<file path="src/rtl/dfcc_pkg.sv">
// Shared constants, types and codes for the disc footprint collision check.
package dfcc_pkg;

    // Grid geometry.
    localparam int MapSide   = 256;
    localparam int PosW      = 8;
    localparam int CoordW    = $clog2(MapSide);
    localparam int DimW      = CoordW + 1;
    localparam int AddrW     = 2 * CoordW;
    localparam int GridDepth = MapSide * MapSide;

    // Radius arithmetic: Q4.4 radius, half-side up to 16 cells.
    localparam int RadW   = 8;
    localparam int FracW  = 4;
    localparam int HalfW  = RadW - FracW + 1;
    localparam int OffW   = HalfW + 1;
    localparam int SqW    = 2 * HalfW;
    localparam int SumW   = SqW + 1;
    localparam int RsqW   = 2 * RadW;
    localparam int ScaleW = 2 * FracW;
    localparam int NxW    = PosW + 2;

    localparam int CntW     = 11;
    localparam int CfgW     = 9;
    localparam int CfgAddrW = 2;

    // Configuration register indexes.
    localparam logic [CfgAddrW-1:0] REG_RADIUS     = 2'd0;
    localparam logic [CfgAddrW-1:0] REG_MAP_WIDTH  = 2'd1;
    localparam logic [CfgAddrW-1:0] REG_MAP_HEIGHT = 2'd2;

    // Request kinds.
    localparam logic REQ_WRITE = 1'b0;
    localparam logic REQ_QUERY = 1'b1;

    typedef enum logic [1:0] {
        SCAN_IDLE,
        SCAN_RUN,
        SCAN_DRAIN,
        SCAN_DONE
    } scan_state_t;

    typedef struct packed {
        logic            busy;
        logic            done;
        logic [CntW-1:0] count;
    } scan_status_t;

endpackage

</file>
<file path="src/rtl/dfcc_scan.sv">
// Footprint scan sequencer: walks the bounding square and counts obstacle cells in the disc.
module dfcc_scan (
    input  logic                             aclk,
    input  logic                             aresetn,
    input  logic                             start,
    input  logic                             ack,
    input  logic [dfcc_pkg::PosW-1:0]        center_x,
    input  logic [dfcc_pkg::PosW-1:0]        center_y,
    input  logic [dfcc_pkg::RadW-1:0]        radius_q4,
    input  logic [dfcc_pkg::DimW-1:0]        map_width,
    input  logic [dfcc_pkg::DimW-1:0]        map_height,
    input  logic                             rd_data,
    output logic                             rd_en,
    output logic [dfcc_pkg::AddrW-1:0]       rd_addr,
    output dfcc_pkg::scan_status_t           status
);

    dfcc_pkg::scan_state_t state_reg, state_next;

    logic signed [dfcc_pkg::OffW-1:0]  dx_reg, dx_next, dy_reg, dy_next;
    logic [dfcc_pkg::HalfW-1:0]        half_reg, half_next;
    logic [dfcc_pkg::PosW-1:0]         cx_reg, cx_next, cy_reg, cy_next;
    logic [dfcc_pkg::CntW-1:0]         count_reg, count_next;
    logic                              pend_reg, pend_next;

    logic [dfcc_pkg::RadW:0]           half_sum;
    logic [dfcc_pkg::HalfW-1:0]        half_calc;
    logic signed [dfcc_pkg::OffW-1:0]  half_s;
    logic                              last_pos;
    logic [dfcc_pkg::HalfW-1:0]        ax, ay;
    logic [dfcc_pkg::SumW-1:0]         d2;
    logic [dfcc_pkg::RsqW-1:0]         rsq;
    logic                              in_disc;
    logic signed [dfcc_pkg::NxW-1:0]   nx, ny;
    logic [dfcc_pkg::DimW-1:0]         w_use, h_use;
    logic                              in_map;
    logic [dfcc_pkg::CntW-1:0]         count_add;

    // Half-side is ceil(radius / 16).
    assign half_sum  = {1'b0, radius_q4} + (dfcc_pkg::RadW+1)'(15);
    assign half_calc = half_sum[dfcc_pkg::RadW:dfcc_pkg::FracW];
    assign half_s    = $signed({1'b0, half_reg});
    assign last_pos  = (dx_reg == half_s) && (dy_reg == half_s);

    // Disc test: 256 * (dx^2 + dy^2) <= radius_q4^2.
    assign ax  = dx_reg[dfcc_pkg::OffW-1] ? dfcc_pkg::HalfW'(-dx_reg)
                                          : dfcc_pkg::HalfW'(dx_reg);
    assign ay  = dy_reg[dfcc_pkg::OffW-1] ? dfcc_pkg::HalfW'(-dy_reg)
                                          : dfcc_pkg::HalfW'(dy_reg);
    assign d2  = dfcc_pkg::SumW'(ax) * dfcc_pkg::SumW'(ax)
               + dfcc_pkg::SumW'(ay) * dfcc_pkg::SumW'(ay);
    assign rsq = radius_q4 * radius_q4;
    assign in_disc = {d2, dfcc_pkg::ScaleW'(0)}
                     <= (dfcc_pkg::SumW + dfcc_pkg::ScaleW)'(rsq);

    // Neighbor coordinates and map bounds.
    assign nx = $signed({2'b00, cx_reg})
              + $signed({{(dfcc_pkg::NxW-dfcc_pkg::OffW){dx_reg[dfcc_pkg::OffW-1]}}, dx_reg});
    assign ny = $signed({2'b00, cy_reg})
              + $signed({{(dfcc_pkg::NxW-dfcc_pkg::OffW){dy_reg[dfcc_pkg::OffW-1]}}, dy_reg});
    assign w_use = (map_width > dfcc_pkg::DimW'(dfcc_pkg::MapSide))
                   ? dfcc_pkg::DimW'(dfcc_pkg::MapSide) : map_width;
    assign h_use = (map_height > dfcc_pkg::DimW'(dfcc_pkg::MapSide))
                   ? dfcc_pkg::DimW'(dfcc_pkg::MapSide) : map_height;
    assign in_map = !nx[dfcc_pkg::NxW-1] && !ny[dfcc_pkg::NxW-1]
                    && (nx[dfcc_pkg::DimW-1:0] < w_use)
                    && (ny[dfcc_pkg::DimW-1:0] < h_use);

    assign rd_addr = {ny[dfcc_pkg::CoordW-1:0], nx[dfcc_pkg::CoordW-1:0]};

    // The read issued last cycle returns now; add it in if it was a kept cell.
    assign count_add = count_reg + dfcc_pkg::CntW'(pend_reg & rd_data);

    always_comb begin
        state_next = state_reg;
        unique case (state_reg)
            dfcc_pkg::SCAN_IDLE:  if (start) state_next = dfcc_pkg::SCAN_RUN;
            dfcc_pkg::SCAN_RUN:   if (last_pos) state_next = dfcc_pkg::SCAN_DRAIN;
            dfcc_pkg::SCAN_DRAIN: state_next = dfcc_pkg::SCAN_DONE;
            dfcc_pkg::SCAN_DONE:  if (ack) state_next = dfcc_pkg::SCAN_IDLE;
            default:              state_next = dfcc_pkg::SCAN_IDLE;
        endcase
    end

    always_comb begin
        rd_en        = (state_reg == dfcc_pkg::SCAN_RUN);
        status.busy  = (state_reg != dfcc_pkg::SCAN_IDLE);
        status.done  = (state_reg == dfcc_pkg::SCAN_DONE);
        status.count = count_reg;
    end

    always_comb begin
        dx_next    = dx_reg;
        dy_next    = dy_reg;
        half_next  = half_reg;
        cx_next    = cx_reg;
        cy_next    = cy_reg;
        count_next = count_reg;
        pend_next  = 1'b0;
        unique case (state_reg)
            dfcc_pkg::SCAN_IDLE: begin
                if (start) begin
                    half_next  = half_calc;
                    dx_next    = -$signed({1'b0, half_calc});
                    dy_next    = -$signed({1'b0, half_calc});
                    cx_next    = center_x;
                    cy_next    = center_y;
                    count_next = '0;
                end
            end
            dfcc_pkg::SCAN_RUN: begin
                count_next = count_add;
                pend_next  = in_disc && in_map;
                if (dx_reg == half_s) begin
                    dx_next = -half_s;
                    dy_next = dy_reg + dfcc_pkg::OffW'(1);
                end else begin
                    dx_next = dx_reg + dfcc_pkg::OffW'(1);
                end
            end
            dfcc_pkg::SCAN_DRAIN: begin
                count_next = count_add;
            end
            dfcc_pkg::SCAN_DONE: begin
                count_next = count_reg;
            end
            default: begin
                count_next = count_reg;
            end
        endcase
    end

    always_ff @(posedge aclk) begin
        if (!aresetn) begin
            state_reg <= dfcc_pkg::SCAN_IDLE;
            pend_reg  <= 1'b0;
        end else begin
            state_reg <= state_next;
            pend_reg  <= pend_next;
        end
        dx_reg    <= dx_next;
        dy_reg    <= dy_next;
        half_reg  <= half_next;
        cx_reg    <= cx_next;
        cy_reg    <= cy_next;
        count_reg <= count_next;
    end

endmodule

</file>
<file path="config.mk">
export PLATFORM = sky130hd
export DESIGN_NAME = dfcc_scan
export DESIGN_NICKNAME = d
export VERILOG_FILES = /design/src/rtl/dfcc_pkg.sv /design/src/rtl/dfcc_scan.sv
export SDC_FILE = /design/constraint.sdc
export NUM_CORES = 1
export LEC_CHECK = 0
export ABC_AREA = 1
export BUFFER_PORTS_ARGS = -buffer_cell sky130_fd_sc_hd__buf_4
export CAP_MARGIN = 40
export CORE_MARGIN = 8
export CORE_UTILIZATION = 50
export CTS_CLUSTER_DIAMETER = 40
export CTS_CLUSTER_SIZE = 30
export DETAILED_ROUTE_END_ITERATION = 16
export GPL_ROUTABILITY_DRIVEN = 0
export PLACE_DENSITY = 0.82
export SLEW_MARGIN = 15
export SYNTH_ARGS = -nofsm -noshare
export SYNTH_HDL_FRONTEND = slang
export SYNTH_SLANG_ARGS = --single-unit
export TNS_END_PERCENT = 5
</file>
<file path="constraint.sdc">
create_clock -name aclk -period 17.7 [get_ports aclk]
set_input_delay 0 -clock aclk [delete_from_list [all_inputs] [get_ports aclk]]
set_output_delay 0 -clock aclk [all_outputs]
set_load 0.01 [all_outputs]
</file>
### Yosys cells after proc, flatten, opt, wreduce, memory -nomap -nowiden

Cells that the tools add are included.

| word-level totals | value |
|---|---|
| register bits | 47 |

| cells by class | value |
|---|---|
| $add $sub $neg | 11 |
| $mul | 3 |
| order comparisons | 5 |
| equality and inequality tests | 9 |
| mux-type cells | 15 |
| bitwise logic cells | 2 |
| reduce and logical (&&, ||, !) cells | 17 |

Operators by type and width:

| cell | number |
|---|---|
| $pmux 6 s2 | 2 |
| $pmux 11 s2 | 1 |
| $add 9x6->10 | 2 |
| $mul 5x5->10 | 2 |
| $le 19x16->1 | 1 |
| $gt 9x9->1 const B | 2 |
| $lt 9x9->1 | 2 |
| $mux 6 | 3 |
| $mux 9 | 2 |
| $mul 8x8->16 | 1 |
| $add 6x2->6 const B | 2 |
| $eq 6x6->1 | 2 |
| $neg 5->6 | 2 |
| $add 10x10->11 | 1 |
| $add 11x1->11 | 1 |
| $mux 11 | 1 |
| $mux 5 | 2 |
| $neg 5->5 | 2 |
| $add 8x4->9 const B | 1 |
| $pmux 2 s4 | 1 |
| $reduce_and 2->1 | 4 |
| $mux 2 | 3 |
| $reduce_and 3->1 | 2 |
| $logic_and 1x1->1 | 5 |
| 10 further kinds | 15 |

### Logic depth before layout (Yosys ltp)

Gate-level depths: netlist of the first run.

| depth | value |
|---|---|
| word-level depth | 6 |
| depth in mapped cells | 35 |
| mapped depth without buffers | 35 |

### Least setup slack after synthesis of the first run

No wires, ideal clock.

| timing path | value |
|---|---|
| kind | flip-flop to flip-flop |
| start point | reg dy_reg[0] (netlist bit) |
| end point | reg pend_reg |
| library setup time | 64 ps |
| arrival time | 5,959 ps |
| required time | 17,636 ps |
| path slack | 11,677 ps |
| stages on the path, launching flop included | 34 |
| buffers on the path | 0 |
| path through | edfxtp_1 clkinv_1 ha_1 nand2_1 o21ai_0 inv_1 nor2_1 inv_1 fa_1 inv_1 fa_1 inv_1 fa_1 inv_1 fa_1 fa_1 ha_1 a21oi_1 nand2_1 a21oi_1 xnor2_1 ha_1 nand2_1 inv_1 nand2_1 nor2_1 nand2_1 nor2_1 nand3_1 nand2_1 nand4_1 nor2_1 nand3_1 nor2_1 |

| between the ends | value |
|---|---|
| cells in the longest elaborated chain, start to end | 6 |
| elaborated cells between the ends (all ways) | 12 |
| classes of those cells | add/sub: 3; mul: 1; order compare: 2; mux: 1; reduce/logical: 5 |

RTL lines:

| element | RTL line | RTL |
|---|---|---|
| from (decl) | dfcc_scan.sv:20 | `logic signed [dfcc_pkg::OffW-1:0] dx_reg, dx_next, dy_reg, dy_next;` |
| from (signal assigned) | dfcc_scan.sv:142 | `dy_reg <= dy_next;` |
| $neg 5->5 or $add 9x6->10 (tied branches) | dfcc_scan.sv:48, dfcc_scan.sv:60 |  |
| $mux 5 or $logic_not 1->1 (tied branches) | dfcc_scan.sv:48, dfcc_scan.sv:65 |  |
| $mul 5x5->10 or $logic_and 1x1->1 (tied branches) | dfcc_scan.sv:51, dfcc_scan.sv:65 |  |
| $add 10x10->11 or $logic_and 1x1->1 (tied branches) | dfcc_scan.sv:51, dfcc_scan.sv:66 |  |
| $le 19x16->1 or $logic_and 1x1->1 (tied branches) | dfcc_scan.sv:54, dfcc_scan.sv:67 |  |
| $logic_and 1x1->1 (*) | dfcc_scan.sv:113 | `pend_next = in_disc && in_map;` |
| to (signal assigned) | dfcc_scan.sv:139 | `pend_reg <= pend_next;` |
| to (decl) | dfcc_scan.sv:24 | `logic pend_reg, pend_next;` |

Every way passes the cells marked *; elsewhere a longest branch is shown, timed or not.
A chain may end at the register's enable or synchronous reset.

### Worst setup path after layout of the first run

Same ends and word-level chain as after synthesis.

==> flow_summary.ini, run 1 <==
[status]
outcome = finished, final reports clean

[synth]
ys_seq_area_share_pct = 19.87
muxShareOfSynthArea_pct = 0
ys_types = 39
synthCells = 918
ys_ff_latch = 47
synth_fa_ha_area_share_pct = 34.09
yosysWarnings = 0
synth_top_family_by_area = adder cells
syn_area_per_cell_um2 = 7.573
synth_compound_area_share_pct = 8.063
synth_xor_area_share_pct = 5.418
synthSimpleGateAreaFrac_pct = 20.52
syn_area_um2 = 6952

[sta]
skew_ns = 0.008446
final.setup.tns_ns = 0
fmax_mhz = 151.0
slew_viol_final = 0
setup_slack_ns = 11.08
fin_crit_ns = 6.623
worstMarginPinSlew_ns = 0.8642
rsz0062_at_grt = no
hold_viol = 0
final-setup-viol-count = 0
relSlewSlack_pct = 41.77
period_share_pct = 37.42

[cts]
clk_path_buf_depth = 2
cts_tree = yes
cts_root_buf = clkbuf_16
clk_pin_slew_ns = 0.06
cts.sinks = 47
clock_latency_ns = 0.29
htreeDepth = 2
numCtsBuffers = 5
post-cts-setup-buffers = 0

[drt]
drt_wl_total_um = 15840
ant_nets = 0
via_count = 6017
routedWlPerCell_um = 13.33
drc = 0
drtIter0Drc = 272
drt_first_pass_iters = 5
avgViaCountPerCell = 5.065

[die]
die-area_um2 = 17930
core_area_um2 = 13720
die-height_um = 133.9
die_x_um = 133.9
top_level_ports = 77
start_util_pct = 50.67
rows = 43

[global_routing]
grt_max_degree = 22
overflow = 0
first_global_vias = 6022
grt_use_total_pct = 17.85
grt_first_pass_wirelength_um = 27070
antenna_found_initial = 0

[worst_hold_path]
hold_depth = 3
holdCritPathClass = in -> reg

[critical_path]
critPathLaunchType = flip-flop
critPathCaptureType = flip-flop
crit_path_max_fanout = 8
crit_path_max_incr_delay_ns = 0.58
worstPathRequired_ns = 17.92
cpMaxStageDelayCell = fa_1
cp.arrival_ns = 6.85
ff2ff_path_depth = 33
rrSetupSlack_ns = 11.08
path_class = reg -> reg

[finish]
final_util_pct = 58.32
seq_area_um2 = 1381
largest_reg_flops = 11
nFillCells = 1204
design_area_um2 = 8001
final_nets = 1214
multiInputGateArea_um2 = 4741
diodes = 0
drive_gt1_share_pct = 9.921
area_delta_synth_final_pct = 15.10

[placement]
dp_hpwl_um = 13090
dpl_cell_area_um2 = 7674
pre_cts_ws_ns = 11.13
portBuffers = 76

[job]
drv_cap = 0
## critical path, delay by kind of cell, from the launching register on
family          cells  cell delay [ns]
fa+ha+maj           8             3.59
simple gates       14             1.17
buf+inv             7             0.74
flops               1             0.50
compound gates      3             0.47
xor+xnor            1             0.08
## cells in the mapped netlist, drive strengths merged
master	count	area share, %
nand3	34	2.4
a31oi	1	0.090
edfxtp	44	19
clkbuf	4	0.22
xnor2	19	2.4
o31ai	2	0.22
conb	1	0.054
nor3	13	0.94
or2	3	0.31
o21ai	37	2.7
a21oi	47	3.4
o21a	1	0.11
xor2	24	3.0
a21o	4	0.43
inv	197	11
ha	111	20
clkinv	1	0.054
o211ai	1	0.11
o22ai	5	0.45
dfxtp	3	0.86
a21boi	1	0.11
nand2	212	12
o21bai	2	0.22
fa	49	14
nor4	1	0.090
nor2	83	4.7
buf	11	1.1
o2111ai	1	0.13
nand4	5	0.45
a211oi	1	0.11
## routing by layer
layer	track usage, %	routed length, µm
met5	0	0
met1	20.91	6492
met4	5.053	332
met2	32.81	8146
met3	2.805	864
## cell families after synthesis
family          after synthesis
simple gates                351
buf+inv                     213
fa+ha+maj                   160
compound gates              103
flops                        47
xor+xnor                     43
other cells                   1
## placed cells by master, fill, tap and decap left out, types with 2 or more instances in the layout
cell type / netlist / routed
clkbuf_16: 0 / 5
nor2_1: 79 / 79
nand2_1: 208 / 208
o22ai_1: 5 / 5
nand4_1: 5 / 5
o31ai_1: 2 / 2
edfxtp_1: 44 / 44
o21ai_1: 5 / 5
a21oi_1: 46 / 46
or2_2: 2 / 2
nand3_1: 34 / 34
nor2_2: 3 / 3
xor2_1: 24 / 24
nand2_2: 4 / 4
dlygate4sd3_1: 0 / 17
buf_4: 3 / 77
dfxtp_1: 3 / 3
xnor2_1: 19 / 19
inv_2: 2 / 2
o21ai_0: 32 / 32
o21bai_1: 2 / 2
conb_1: 1 / 2
fa_1: 49 / 49
inv_1: 195 / 195
nor3_1: 13 / 13
a21o_1: 4 / 4
ha_1: 111 / 111
## through the flow
stage	hold WS [ns]	cells
3_5_place_dp	0.1797	1162
5_1_grt	0.2241	1188
6_report	0.1780	1188
3_3_place_gp	0.1782	1160
2_1_floorplan	0.09887	919
4_1_cts	0.1727	1187
## worst paths after layout
path,from,to
worst max-delay path,dy_reg[0]$_DFFE_PP_,pend_reg$_SDFF_PN0_
worst min-delay path,start,count_reg[1]$_SDFFCE_PN0P_
worst max register to register,dy_reg[0]$_DFFE_PP_,pend_reg$_SDFF_PN0_
worst min register to register,count_reg[10]$_SDFFCE_PN0P_,count_reg[10]$_SDFFCE_PN0P_
## cell type report
cell class                      instances  share of cell area (%)
Multi-Input combinational cell        659                   59.25
Timing Repair Buffer                   96                   9.601
Clock buffer                            6                   1.611
Inverter                              198                   9.289
Clock inverter                          2                  0.1720
Tap cell                              180                   2.815
Sequential cell                        47                   17.26
## repair_timing
| item | in CTS | in global routing |
|---|---|---|
| hold buffers | 17 | 0 |
| gates resized for setup | 0 | 0 |
| hold endpoints to repair | 18 | 0 |
Power of run 1 is not shown: default switching activity piles up to over one toggle a cycle in this logic, so the estimate is an artifact.
==> run 2, diff against run 1 <==
==> constraint.sdc (replaced) <==
create_clock -name aclk -period 6.45 [get_ports aclk]
set_input_delay 0 -clock aclk [delete_from_list [all_inputs] [get_ports aclk]]
set_output_delay 0 -clock aclk [all_outputs]
set_load 0.01 [all_outputs]
==> run 2 against run 1 <==
Effect of this change: cell count up 1.5%; final area up 3.5%; utilization up 2.0 points; sequential cell count unchanged; count of clock-buffer cells in the layout down 1; setup slack worse by 11 ns; hold slack worse by 0.0092 ns; die area unchanged; register-to-register slack worse by 11 ns; sequential share of layout area down 0.58 points; maximum frequency up 9.7%.
==> flow_summary.ini, run 2 (same netlist as run 1, synthesis figures left out) <==
[drt]
ant_nets = 0
drtIter0Drc = 458
drt_first_pass_iters = 6
avgViaCountPerCell = 5.102
routedWlPerCell_um = 13.68
drc = 0
via_count = 6153
drt_wl_total_um = 16500

[critical_path]
worstPathRequired_ns = 6.67
crit_start = dy_reg[1]$_DFFE_PP_
rrSetupSlack_ns = 0.41
critPathCapture = pend_reg$_SDFF_PN0_
ff2ff_path_depth = 33
cpMaxStageDelayCell = fa_1
r2r_start = dy_reg[1]$_DFFE_PP_
r2r_end = pend_reg$_SDFF_PN0_
path_class = reg -> reg
cp.arrival_ns = 6.26
critPathCaptureType = flip-flop
critPathLaunchType = flip-flop
crit_path_max_incr_delay_ns = 0.55
crit_path_max_fanout = 5

[sta]
skew_ns = 0.01177
fmax_mhz = 165.6
fin_crit_ns = 6.039
slew_viol_final = 0
final-setup-viol-count = 0
period_share_pct = 93.63
worstMarginPinSlew_ns = 0.8637
relSlewSlack_pct = 42.36
hold_viol = 0

[worst_hold_path]
holdCritPathClass = in -> reg

[placement]
portBuffers = 76
dpl.cell_count = 1171
dp_hpwl_um = 12900

[finish]
drive_gt1_share_pct = 13.55
seq_area_um2 = 1381
final_nets = 1232
diodes = 0
largest_reg_flops = 11
final_common_cell = nand2_1
fin_cells = 1206
nFillCells = 1167
multiInputGateArea_um2 = 4836
area_delta_synth_final_pct = 19.08
mostFrequentLayoutCells = nand2_1, inv_1, ha_1

[die]
top_level_ports = 77
core_area_um2 = 13720
start_util_pct = 50.67
die-area_um2 = 17930
die_x_um = 133.9
die-height_um = 133.9
rows = 43

[cts]
clock_latency_ns = 0.29
clk_path_buf_depth = 2
htreeDepth = 2
numCtsBuffers = 5
cts.sinks = 47
cts_root_buf = clkbuf_16
clk_pin_slew_ns = 0.07
cts_tree = yes

[global_routing]
antenna_found_initial = 0
first_global_vias = 6003
grt_first_pass_wirelength_um = 26790
grt_max_degree = 22
grt_use_total_pct = 17.68
overflow = 0

[job]
drv_cap = 0

[status]
outcome = finished, final reports clean
## run 2: timing repair
action	in CTS	in global routing
setup endpoints to repair	0	1
endpoints found under the hold margin	18	0
setup buffers	0	10
hold buffers	17	0
gates resized for setup	0	27
## run 2: area by class of cell
class | instances | area share [%]
Multi-Input combinational cell | 659 | 58.42
Sequential cell | 47 | 16.69
Timing Repair Buffer | 114 | 10.82
Inverter | 198 | 8.978
Tap cell | 180 | 2.721
Clock buffer | 5 | 1.511
Clock inverter | 3 | 0.8615
## run 2: worst min path at each step
stage	depth (start not counted)	to	slack (ns)	startpoint
6_report	3	half_reg[4]$_DFFE_PP_	0.17	radius_q4[7]
4_1_cts	3	half_reg[4]$_DFFE_PP_	0.17	radius_q4[7]
2_1_floorplan	0	cx_reg[0]$_DFFE_PP_	0.1	center_x[0]
3_3_place_gp	1	cx_reg[1]$_DFFE_PP_	0.18	center_x[1]
5_1_grt	3	half_reg[4]$_DFFE_PP_	0.21	radius_q4[7]
3_5_place_dp	1	cx_reg[4]$_DFFE_PP_	0.18	center_x[4]
## run 2: worst max-delay path: cells and delay by family (launching register included)
| family | cells | cell delay, ns |
|---|---|---|
| adders and majority gates | 7 | 3.10 |
| and+or+nand+nor | 13 | 1.03 |
| buffers and inverters | 9 | 0.77 |
| AOI/OAI and AO/OA | 3 | 0.50 |
| DFF | 1 | 0.48 |
| xor gates and xnor gates | 1 | 0.08 |
## run 2: per-layer routing
| metal | wire [µm] | global-route usage (%) | vias up |
|---|---|---|---|
| met5 | 0 | 0 | - |
| met4 | 427 | 4.866 | 0 |
| met3 | 975 | 2.244 | 37 |
| met2 | 8281 | 32.39 | 199 |
| met1 | 6811 | 21.17 | 2827 |
| li1 | - | - | 3090 |
## run 2: per-stage QoR
step | instance area [µm²] | setup slack, ns | setup TNS (ns) | hold WS [ns] | utilization (%)
2_1_floorplan | 6955 | 0.4272 | 0 | 0.09887 | -
3_3_place_gp | 7729 | 0.3222 | 0 | 0.1785 | 56.33
3_5_place_dp | 7741 | 0.1151 | 0 | 0.1801 | 56.43
4_1_cts | 8108 | 0.07042 | 0 | 0.1745 | 59.10
5_1_grt | 8278 | -0.06251 | -0.06251 | 0.2108 | 60.34
6_report | 8278 | 0.4106 | 0 | 0.1687 | 60.34
Power of run 2 is left out for the same reason.
